[src/sv/imuacc_pkg.sv]
// Shared types and constants for the inertial sample accumulator.
// No dependencies; used by imuacc_sum_bank and imu_sample_accumulator_top.
package imuacc_pkg;

	localparam int NumCh    = 7;
	localparam int SumW     = 32;
	localparam int CountW   = 16;
	localparam int WordW    = 16;
	localparam int NegW     = 3;
	localparam int CfgIdxW  = 2;

	localparam int ChGx = 0;
	localparam int ChGy = 1;
	localparam int ChGz = 2;
	localparam int ChAx = 3;
	localparam int ChAy = 4;
	localparam int ChAz = 5;
	localparam int ChT  = 6;

	localparam logic [CfgIdxW-1:0] CfgGyroNegate  = 2'd0;
	localparam logic [CfgIdxW-1:0] CfgAccelNegate = 2'd1;
	localparam logic [NegW-1:0]    NegateReset    = 3'd4;
	localparam logic [CountW-1:0]  CountMax       = 16'hFFFF;

	typedef enum logic {
		OP_ACCUM = 1'b0,
		OP_READ  = 1'b1
	} imuacc_op_t;

	typedef logic [NumCh-1:0][SumW-1:0] imuacc_sums_t;

	typedef struct packed {
		logic acc;
		logic rd;
	} imuacc_ctl_t;

	function automatic logic [SumW-1:0] be_word(input logic [WordW-1:0] w);
		return {{(SumW-WordW){w[WordW-1]}}, w};
	endfunction

	function automatic logic [SumW-1:0] le_word_shifted(input logic [WordW-1:0] w);
		logic [WordW-1:0] v;
		v = {w[7:0], w[15:8]};
		return {{(SumW-WordW+2){v[WordW-1]}}, v[WordW-1:2]};
	endfunction

endpackage

[src/sv/imuacc_sum_bank.sv]
// Running channel sums and sample count for the inertial sample accumulator.
// Depends on imuacc_pkg.
module imuacc_sum_bank (
	input  logic                                    clk,
	input  logic                                    arst_n,
	input  imuacc_pkg::imuacc_ctl_t                 ctl,
	input  imuacc_pkg::imuacc_sums_t                addend,
	output imuacc_pkg::imuacc_sums_t                sums,
	output logic [imuacc_pkg::CountW-1:0]           count
);

	imuacc_pkg::imuacc_sums_t              sums_q;
	logic [imuacc_pkg::CountW-1:0]         count_q;

	always_ff @(posedge clk or negedge arst_n) begin
		if (!arst_n) begin
			sums_q  <= '0;
			count_q <= '0;
		end else if (ctl.rd) begin
			sums_q  <= '0;
			count_q <= '0;
		end else if (ctl.acc) begin
			count_q <= count_q + 1'b1;
			if (count_q == imuacc_pkg::CountMax) begin
				sums_q <= '0;
			end else begin
				for (int i = 0; i < imuacc_pkg::NumCh; i++) begin
					sums_q[i] <= sums_q[i] + addend[i];
				end
			end
		end
	end

	assign sums  = sums_q;
	assign count = count_q;

endmodule

[src/sv/imu_sample_accumulator_top.sv]
// Top level of the inertial sample accumulator: input stage, word decode,
// negation and result register. Depends on imuacc_pkg and imuacc_sum_bank.
//
// Usage: each input word carries an operation and one raw sensor burst.
// An accumulate word decodes the burst (gyro and temperature big-endian,
// accelerometer little-endian shifted right by two) and adds it into seven
// 32-bit sums; it yields no result. A read word yields one result word with
// the axis sums (negated per the negate registers), the temperature sum and
// the sample count, then clears sums and count. When the count wraps, the
// sums are cleared.
// Result path: a read word passes the input stage register, then the output
// register; while a result is stalled, the next read waits in the input stage.
// Throughput: one word per cycle while in_stall is low; a blocked read stalls it.
// Stall: while the receiver stalls, the result holds and one more read word
// may wait in the input stage; accumulate words keep flowing until that
// read word arrives, then the input stalls until the result is taken.
// Reset clears sums, count, valids and sets both negate registers to 4.
// Configuration: cfg_ready is always high; write only while idle.
module imu_sample_accumulator_top (
	input  logic                                 clk,
	input  logic                                 arst_n,

	input  logic                                 cfg_valid,
	output logic                                 cfg_ready,
	input  logic [imuacc_pkg::CfgIdxW-1:0]       cfg_index,
	input  logic [imuacc_pkg::NegW-1:0]          cfg_data,

	input  logic                                 in_valid,
	output logic                                 in_stall,
	input  logic                                 operation,
	input  logic [15:0]                          temp_bytes,
	input  logic [15:0]                          gyro_pair_a,
	input  logic [15:0]                          gyro_pair_b,
	input  logic [15:0]                          gyro_pair_c,
	input  logic [15:0]                          accel_pair_a,
	input  logic [15:0]                          accel_pair_b,
	input  logic [15:0]                          accel_pair_c,

	output logic                                 out_valid,
	input  logic                                 out_stall,
	output logic signed [31:0]                   gyro_x_total,
	output logic signed [31:0]                   gyro_y_total,
	output logic signed [31:0]                   gyro_z_total,
	output logic signed [31:0]                   accel_x_total,
	output logic signed [31:0]                   accel_y_total,
	output logic signed [31:0]                   accel_z_total,
	output logic signed [31:0]                   temp_total,
	output logic [15:0]                          sample_total
);

	logic [imuacc_pkg::NegW-1:0] gyro_neg_q;
	logic [imuacc_pkg::NegW-1:0] accel_neg_q;

	logic        valid_s1;
	logic        op_s1;
	logic [15:0] temp_s1, gya_s1, gyb_s1, gyc_s1, aca_s1, acb_s1, acc_s1;

	logic                          out_valid_q;
	imuacc_pkg::imuacc_sums_t      res_q;
	logic [imuacc_pkg::CountW-1:0] res_count_q;

	logic                          accept;
	logic                          adv_s1;
	imuacc_pkg::imuacc_ctl_t       ctl;
	imuacc_pkg::imuacc_sums_t      addend;
	imuacc_pkg::imuacc_sums_t      sums;
	imuacc_pkg::imuacc_sums_t      neg_sums;
	logic [imuacc_pkg::CountW-1:0] count;

	assign cfg_ready = 1'b1;

	always_ff @(posedge clk or negedge arst_n) begin
		if (!arst_n) begin
			gyro_neg_q  <= imuacc_pkg::NegateReset;
			accel_neg_q <= imuacc_pkg::NegateReset;
		end else if (cfg_valid) begin
			case (cfg_index)
				imuacc_pkg::CfgGyroNegate:  gyro_neg_q  <= cfg_data;
				imuacc_pkg::CfgAccelNegate: accel_neg_q <= cfg_data;
				default: ;
			endcase
		end
	end

	assign adv_s1   = valid_s1 && (op_s1 == imuacc_pkg::OP_ACCUM || !out_valid_q || !out_stall);
	assign in_stall = valid_s1 && !adv_s1;
	assign accept   = in_valid && !in_stall;

	always_ff @(posedge clk or negedge arst_n) begin
		if (!arst_n) begin
			valid_s1 <= 1'b0;
		end else if (accept) begin
			valid_s1 <= 1'b1;
		end else if (adv_s1) begin
			valid_s1 <= 1'b0;
		end
	end

	always_ff @(posedge clk) begin
		if (accept) begin
			op_s1   <= operation;
			temp_s1 <= temp_bytes;
			gya_s1  <= gyro_pair_a;
			gyb_s1  <= gyro_pair_b;
			gyc_s1  <= gyro_pair_c;
			aca_s1  <= accel_pair_a;
			acb_s1  <= accel_pair_b;
			acc_s1  <= accel_pair_c;
		end
	end

	assign ctl.acc = adv_s1 && op_s1 == imuacc_pkg::OP_ACCUM;
	assign ctl.rd  = adv_s1 && op_s1 == imuacc_pkg::OP_READ;

	always_comb begin
		addend                  = '0;
		addend[imuacc_pkg::ChT]  = imuacc_pkg::be_word(temp_s1);
		addend[imuacc_pkg::ChGy] = imuacc_pkg::be_word(gya_s1);
		addend[imuacc_pkg::ChGx] = imuacc_pkg::be_word(gyb_s1);
		addend[imuacc_pkg::ChGz] = imuacc_pkg::be_word(gyc_s1);
		addend[imuacc_pkg::ChAy] = imuacc_pkg::le_word_shifted(aca_s1);
		addend[imuacc_pkg::ChAx] = imuacc_pkg::le_word_shifted(acb_s1);
		addend[imuacc_pkg::ChAz] = imuacc_pkg::le_word_shifted(acc_s1);
	end

	imuacc_sum_bank u_sum_bank (
		.clk    (clk),
		.arst_n (arst_n),
		.ctl    (ctl),
		.addend (addend),
		.sums   (sums),
		.count  (count)
	);

	always_comb begin
		neg_sums = sums;
		for (int i = 0; i < imuacc_pkg::NegW; i++) begin
			if (gyro_neg_q[i]) begin
				neg_sums[imuacc_pkg::ChGx + i] = '0 - sums[imuacc_pkg::ChGx + i];
			end
			if (accel_neg_q[i]) begin
				neg_sums[imuacc_pkg::ChAx + i] = '0 - sums[imuacc_pkg::ChAx + i];
			end
		end
	end

	always_ff @(posedge clk or negedge arst_n) begin
		if (!arst_n) begin
			out_valid_q <= 1'b0;
		end else if (ctl.rd) begin
			out_valid_q <= 1'b1;
		end else if (!out_stall) begin
			out_valid_q <= 1'b0;
		end
	end

	always_ff @(posedge clk) begin
		if (ctl.rd) begin
			res_q       <= neg_sums;
			res_count_q <= count;
		end
	end

	assign out_valid     = out_valid_q;
	assign gyro_x_total  = res_q[imuacc_pkg::ChGx];
	assign gyro_y_total  = res_q[imuacc_pkg::ChGy];
	assign gyro_z_total  = res_q[imuacc_pkg::ChGz];
	assign accel_x_total = res_q[imuacc_pkg::ChAx];
	assign accel_y_total = res_q[imuacc_pkg::ChAy];
	assign accel_z_total = res_q[imuacc_pkg::ChAz];
	assign temp_total    = res_q[imuacc_pkg::ChT];
	assign sample_total  = res_count_q;

	a_read_clears: assert property (@(posedge clk) disable iff (!arst_n)
		ctl.rd |=> out_valid && count == '0 && sums == '0)
		else $error("read did not clear sums or raise the result");

	a_wrap_clears: assert property (@(posedge clk) disable iff (!arst_n)
		ctl.acc && count == imuacc_pkg::CountMax |=> count == '0 && sums == '0)
		else $error("count wrap did not clear sums");

	a_stall_only_read: assert property (@(posedge clk) disable iff (!arst_n)
		in_stall |-> valid_s1 && op_s1 == imuacc_pkg::OP_READ && out_valid && out_stall)
		else $error("input stalled without a blocked read");

	a_no_result_lost: assert property (@(posedge clk) disable iff (!arst_n)
		out_valid && out_stall |-> !ctl.rd)
		else $error("result overwritten while stalled");

endmodule
[config.mk]
export PLATFORM = sky130hd
export DESIGN_NAME = imu_sample_accumulator_top
export DESIGN_NICKNAME = d
export VERILOG_FILES = /design/src/sv/imuacc_pkg.sv /design/src/sv/imuacc_sum_bank.sv /design/src/sv/imu_sample_accumulator_top.sv
export SDC_FILE = /design/constraint.sdc
export NUM_CORES = 1
export LEC_CHECK = 0
export ABC_AREA = 1
export BUFFER_PORTS_ARGS = -buffer_cell sky130_fd_sc_hd__buf_2
export CAP_MARGIN = 25
export CORE_MARGIN = 2
export CORE_UTILIZATION = 50
export DETAILED_ROUTE_END_ITERATION = 12
export PLACE_DENSITY = 0.81
export SLEW_MARGIN = 20
export SYNTH_ARGS = -nofsm -noshare
export SYNTH_HDL_FRONTEND = slang
export SYNTH_SLANG_ARGS = --single-unit
[constraint.sdc]
create_clock -name clk -period 7.4 [get_ports clk]
set_clock_uncertainty 0.1 [all_clocks]
set_input_delay 1.48 -clock clk [delete_from_list [all_inputs] [get_ports clk]]
set_output_delay 1.48 -clock clk [all_outputs]
set_load 0.01 [all_outputs]
==> results by group, run 1 <==
Clocking
  – Clk sink count: 595
  – CTS Buf Count: between 70 and 80
  – Post-CTS Setup Bufs: 0
  – # hold bufs at CTS: 0
  – CTS tree: yes
  – Skew-Pair Late Insertion Delay: about 600 ps
  – H-Tree Depth: 3
  – Clock tree buffer depth: 3
  – Clock-pin transition on the worst setup and hold timing paths: about 60 ps
  – CTS root buf: clkbuf_16
  – Post-CTS resize count: 0

Timing
  – Setup TNS Final: 0 ps
  – RSZ-0062 raised after global routing: false
  – Fmax: 0.238 GHz
  – Max-slew headroom: 0.352
  – Actual slew at the worst max-slew pin: around 970 ps
  – Final setup fails: 0
  – Minimum clock period: 4210 ps
  – Max-slew violations: 0
  – Final Hold Viols: 0
  – Final period utilization: 0.569

Detailed routing
  – DR vias: 38.3k
  – # DRC: 0
  – WL per Instance: approximately 16 um
  – Vias/cell: between 5 and 6
  – Final ANT Viol Nets: 0
  – Initial detailed-routing violation count: 2,673
  – DRT Pass-1 Iters: 7
  – Routed WL: 118,000 um

Power
  – Internal power: between 9 and 10 mW
  – Switch share: 0.452
  – Clock Power Share: 0.210
  – P per Cell Area: between 300 and 400 mW/mm^2
  – Combinational power share: 0.479
  – VDD IR max: roughly 210 uV
  – Net Sw Power: just under 8 mW
  – Flop pwr share: 0.310
  – Leak Pwr: 24.9 nW

Floorplan
  – Boundary pin count: 366
  – Die Wd: ~300 um
  – Die Y: between 200 and 300 um
  – Starting Density: 0.503
  – Core Area: 0.0832 mm^2
  – Row count: between 100 and 150
  – Die footprint: approximately 0.086 mm^2

Critical path
  – Critical-path top delay cell: inv_8
  – CP max FO: 93
  – Crit end category: register
  – Delay of the slowest cell on the worst path: about 600 ps
  – WS Path Type: in2reg
  – Crit path DAT: between 4000 and 5000 ps
  – CP required: roughly 7600 ps
  – Startpoint types: input pin
  – Critical-path cell list: buf_2, nand3_1, nand2_4, inv_4, nand2_1, inv_8, buf_12

Final layout
  – Synth-to-Final Area Change: 12.9%
  – Layout Nets: ~6.6k
  – Layout cells sized above 1: 0.0920
  – Antenna fix cells: 0
  – Area of the multi-input gates: about 0.021 mm^2
  – Fill cells: 7,776
  – FF/Latch Area: around 0.017 mm^2
  – Post-route cell area: around 0.047 mm^2

GRT
  – Largest net degree at the start of global routing: approximately 120
  – Initial antenna violation count: 2
  – First-pass GRT wire length: between 150,000 and 200,000 um
  – Gr usage total: 0.270
  – Grt ovf: 0
  – Vias in the first global route: ~37k

Logic synthesis
  – Synth top area cells: edfxtp_1 (25%), nand2_1 (20%), dfrtp_1 (15%)
  – Mapped Nets: between 6k and 7k
  – Avg Inst Size Synth: between 7 and 8 um^2
  – Synth area leader: edfxtp_1
  – Register area share after synthesis: 0.398
  – Synthesized flop and latch total: 595
  – Async set-reset flop share out of synthesis: 0.417
  – Top FF cell, synth: edfxtp_1
  – Distinct cells, synth: 44
  – Post-synth design cell area: approximately 0.042 mm^2
  – Yosys top cell area share: 0.249
  – Synth warn: 0
  – Post-synth EDFFs: about 350
  – Synth Instances: 5,907

Placed design
  – Post-detail-place hpwl: 89,500 um
  – Gpl congestion: roughly 0.96
  – PortBufs: 358
  – Placed Area: 0.0448 mm^2

Job
  – Max_cap viols: 0

Worst hold path
  – Hold Path Class: reg2reg

Status
  – Outcome: complete, no violations
==> power by group through the flow <==
stage | logic, mW | clock network, mW | registers, mW
after floorplan | 6.07 | 0 | 5.19
after global placement | 7.97 | 0 | 5.37
after detailed placement | 8.14 | 0 | 5.38
after CTS | 8.20 | 3.69 | 5.33
after global routing | 9.42 | 3.81 | 5.43
final | 8.27 | 3.63 | 5.36
==> flip-flops by register name (all words and copies together) (netlist names), 14 cells and up <==
| signal | count |
|---|---|
| aca_s1 | 14 |
| acb_s1 | 14 |
| acc_s1 | 14 |
| accel_x_total | 32 |
| accel_y_total | 32 |
| accel_z_total | 32 |
| gya_s1 | 16 |
| gyb_s1 | 16 |
| gyc_s1 | 16 |
| gyro_x_total | 32 |
| gyro_y_total | 32 |
| gyro_z_total | 32 |
| sample_total | 16 |
| temp_s1 | 16 |
| temp_total | 32 |
| u_sum_bank.count | 16 |
| u_sum_bank.sums | 224 |
==> placed cells by master (no fill, tap or decap), types with 76 or more instances in the layout <==
cell	synthesis	final
o21ai_0	160	160
inv_1	1026	1025
clkbuf_16	0	76
dfrtp_1	246	246
o22ai_1	77	77
a21oi_1	161	161
nand2_1	2195	2194
xor2_1	159	159
nor2_1	553	552
ha_1	224	224
edfxtp_1	347	347
buf_2	13	357
nand3_1	325	325
==> worst paths after layout <==
path                                                   from                               end  slack, ps  depth (start not counted)
hold / removal             u_sum_bank.count[15]$_DFFE_PN0P_        sample_total[15]$_DFFE_PP_        370                          0
min in group asynchronous                            arst_n  u_sum_bank.sums[215]$_DFFE_PN0P_        720                          1
hold reg to reg            u_sum_bank.count[15]$_DFFE_PN0P_        sample_total[15]$_DFFE_PP_        370                          0
setup reg to reg                            op_s1$_DFFE_PP_        accel_z_total[8]$_DFFE_PP_       3740                          6
setup / recovery                                  out_stall        accel_z_total[8]$_DFFE_PP_       3190                          7
max in group asynchronous                            arst_n   u_sum_bank.sums[67]$_DFFE_PN0P_       5090                          2
==> through the flow <==
stage	setup slack (ps)	total power [mW]	utilization	instances	hold slack, ps
after global placement	2630	13.3	0.538	7287	331
after detailed placement	2580	13.5	0.538	7287	353
after global routing	2980	18.7	0.568	7420	386
final	3190	17.3	0.568	7420	368
after floorplan	101	11.3	-	5907	323
after CTS	3200	17.2	0.567	7418	367
==> synth_stat cells, types with 3 or more instances <==
| cell | instances |
|---|---|
| a21o_1 | 8 |
| a21oi_1 | 161 |
| a31oi_1 | 3 |
| and2_1 | 12 |
| buf_2 | 13 |
| buf_6 | 13 |
| clkbuf_1 | 43 |
| dfrtp_1 | 246 |
| edfxtp_1 | 347 |
| fa_1 | 7 |
| ha_1 | 224 |
| inv_1 | 1026 |
| nand2_1 | 2195 |
| nand3_1 | 325 |
| nand3_2 | 70 |
| nand3b_1 | 13 |
| nand4_1 | 58 |
| nor2_1 | 553 |
| nor3_1 | 75 |
| nor4_1 | 3 |
| o211ai_1 | 5 |
| o21ai_0 | 160 |
| o21ai_1 | 7 |
| o21bai_1 | 21 |
| o22ai_1 | 77 |
| o31ai_1 | 4 |
| or2_2 | 8 |
| xnor2_1 | 49 |
| xor2_1 | 159 |
==> layout make-up <==
class,instances,share of cell area
tap,1080,0.0286
inverter,1029,0.0820
clock inverter,43,0.00877
multi-input combinational,4211,0.444
clock buffer,88,0.0425
sequential,595,0.352
timing repair buffer,374,0.0423
==> kinds of logic (layout without fill, tap and decap cells) <==
logic type / Yosys count / in the layout / synth area share
fa+ha+maj: 231 / 231 / 0.0704
flops: 595 / 595 / 0.398
compound gates: 452 / 452 / 0.0593
simple gates: 3319 / 3319 / 0.327
buf+inv: 1101 / 1534 / 0.102
other cells: 1 / 1 / 0.0000897
xor+xnor: 208 / 208 / 0.0436
==> critical path, delay by kind of cell <==
kind | cells | cell delay [ps]
buffers and inverters | 4 | 1600
and+or+nand+nor | 3 | 1010
==> layer usage <==
| metal | vias to the layer above | global-route usage | routed length, um |
|---|---|---|---|
| li1 | 19370 | - | - |
| met1 | 17530 | 0.346 | 50900 |
| met2 | 1115 | 0.464 | 56000 |
| met3 | 257 | 0.0362 | 6800 |
| met4 | 2 | 0.104 | 4350 |
| met5 | - | 0 | 12 |
No activity file was read; power rests on OpenSTA's default activity.
==> inputs of run 2 (changes only) <==
Clock period 7.4 ns to 3.9 ns, I/O delays scaled along.
==> results by group, run 2 (synthesized netlist as in run 1, its figures left out) <==
Status
  – Outcome: complete, no violations

Timing
  – Max-slew headroom: 0.407
  – Setup TNS Final: 0 ps
  – Hold_ws: 53.9 ps
  – Final period utilization: 0.684
  – Final worst setup slack: about 1200 ps
  – Actual slew at the worst max-slew pin: around 890 ps
  – Final Hold Viols: 0
  – Final setup fails: 0
  – Fmax: approximately 0.37 GHz
  – Max-slew violations: 0
  – Minimum clock period: roughly 2700 ps
  – RSZ-0062 raised after global routing: false

Floorplan
  – Die Wd: between 200 and 300 um
  – Boundary pin count: 366
  – Row count: 106
  – Core Area: ~0.083 mm^2
  – Die Y: 293 um
  – Die footprint: ~0.086 mm^2
  – Starting Density: 0.503

Final layout
  – Final core occ: 0.568
  – Area of the multi-input gates: around 0.021 mm^2
  – Final std cells w/o fill: roughly 7.4k
  – FF/Latch Area: approximately 0.017 mm^2
  – Most frequent cells in the layout: nand2_1 (2,193), inv_1 (1,025), nor2_1 (552)
  – Largest register FFs: ~220
  – Most common cell after layout, fill and taps aside: nand2_1
  – Post-route cell area: between 0.04 and 0.05 mm^2
  – Synth-to-Final Area Change: 13.1%
  – Layout Nets: about 6.6k
  – Layout cells sized above 1: 0.0919
  – Fill cells: 7,618

Detailed routing
  – Initial detailed-routing violation count: roughly 3k
  – Vias/cell: between 5 and 6
  – DRT Pass-1 Iters: 8
  – Routed WL: ~120,000 um
  – WL per Instance: about 16 um
  – Final ANT Viol Nets: 0
  – # DRC: 0
  – DR vias: 38.7k

Clocking
  – Post-CTS Setup Bufs: 0
  – Post-CTS resize count: 0
  – Clock tree buffer depth: 3
  – H-Tree Depth: 3
  – CTS tree: yes
  – Skew-Pair Late Insertion Delay: 610 ps
  – Clock-pin transition on the worst setup and hold timing paths: about 60 ps
  – # hold bufs at CTS: 0
  – CTS Buf Count: slightly above 70
  – CTS root buf: clkbuf_16
  – Clk sink count: 595

Critical path
  – Startpoint types: register
  – Crit end category: register
  – CP max FO: 64
  – Crit path DAT: 2860 ps
  – WS Path Type: reg2reg
  – CP required: between 4000 and 5000 ps

Power
  – Leak Pwr: 24.9 nW
  – P per Cell Area: between 600 and 700 mW/mm^2
  – Overall power: around 33 mW
  – VDD IR max: between 400 and 500 uV

GRT
  – Gr usage total: 0.265
  – Initial antenna violation count: 4
  – Vias in the first global route: around 36k
  – First-pass GRT wire length: around 180,000 um
  – Grt ovf: 0
  – Largest net degree at the start of global routing: 141

Placed design
  – Gpl congestion: slightly below 1
  – Post-detail-place hpwl: about 88,000 um
  – Placed Area: about 0.045 mm^2
  – Pre-CTS WS: about 920 ps
  – PortBufs: around 360
  – Placed cells: roughly 7.3k

Worst hold path
  – Hold Path Class: in2async

Job
  – Max_cap viols: 0
==> run 2: final timing paths <==
check                                            startpoint                              end  slack [ps]  depth (start not counted)
max                                         op_s1$_DFFE_PP_         temp_total[23]$_DFFE_PP_        1230                          6
min reg2reg                u_sum_bank.count[15]$_DFFE_PN0P_       sample_total[15]$_DFFE_PP_         380                          0
max in group asynchronous                            arst_n        gyro_neg_q[0]$_DFFE_PN0P_        2740                          2
min in group clk                             gyro_pair_c[3]              gyc_s1[3]$_DFFE_PP_         240                          1
max reg2reg                                 op_s1$_DFFE_PP_         temp_total[23]$_DFFE_PP_        1230                          6
min                                                  arst_n  u_sum_bank.sums[72]$_DFFE_PN0P_          50                          1
==> run 2: routing by layer <==
layer  GRT usage  vias to the layer above  wire length (um)
met3      0.0338                      251              7820
met4      0.0992                        4              4220
met2       0.444                     1364             53800
met1       0.352                    17678             50500
met5           0                        -                20
li1            -                    19398                 -
==> run 2: cell type report <==
type	count	share of cell area
Timing Repair Buffer	382	0.0448
Clock inverter	35	0.00746
Antenna cell	1	0.0000529
Clock buffer	95	0.0417
Tap cell	1080	0.0286
Inverter	1029	0.0819
Sequential cell	595	0.352
Multi-Input combinational cell	4211	0.444
==> run 2: worst max-delay path, stage by stage (launching register included) <==
cell and delay [ps]:
edfxtp_1 470, nand3_4 150, nand2_8 120, clkinv_4 250, nand2_4 260, clkinvlp_4 510
buf_12 400
==> run 2: report_power, final <==
part	total (mW)	internal (mW)	switching, mW
combinational	15.7	5.35	10.4
sequential	10.2	8.53	1.64
clock	6.66	3.91	2.75
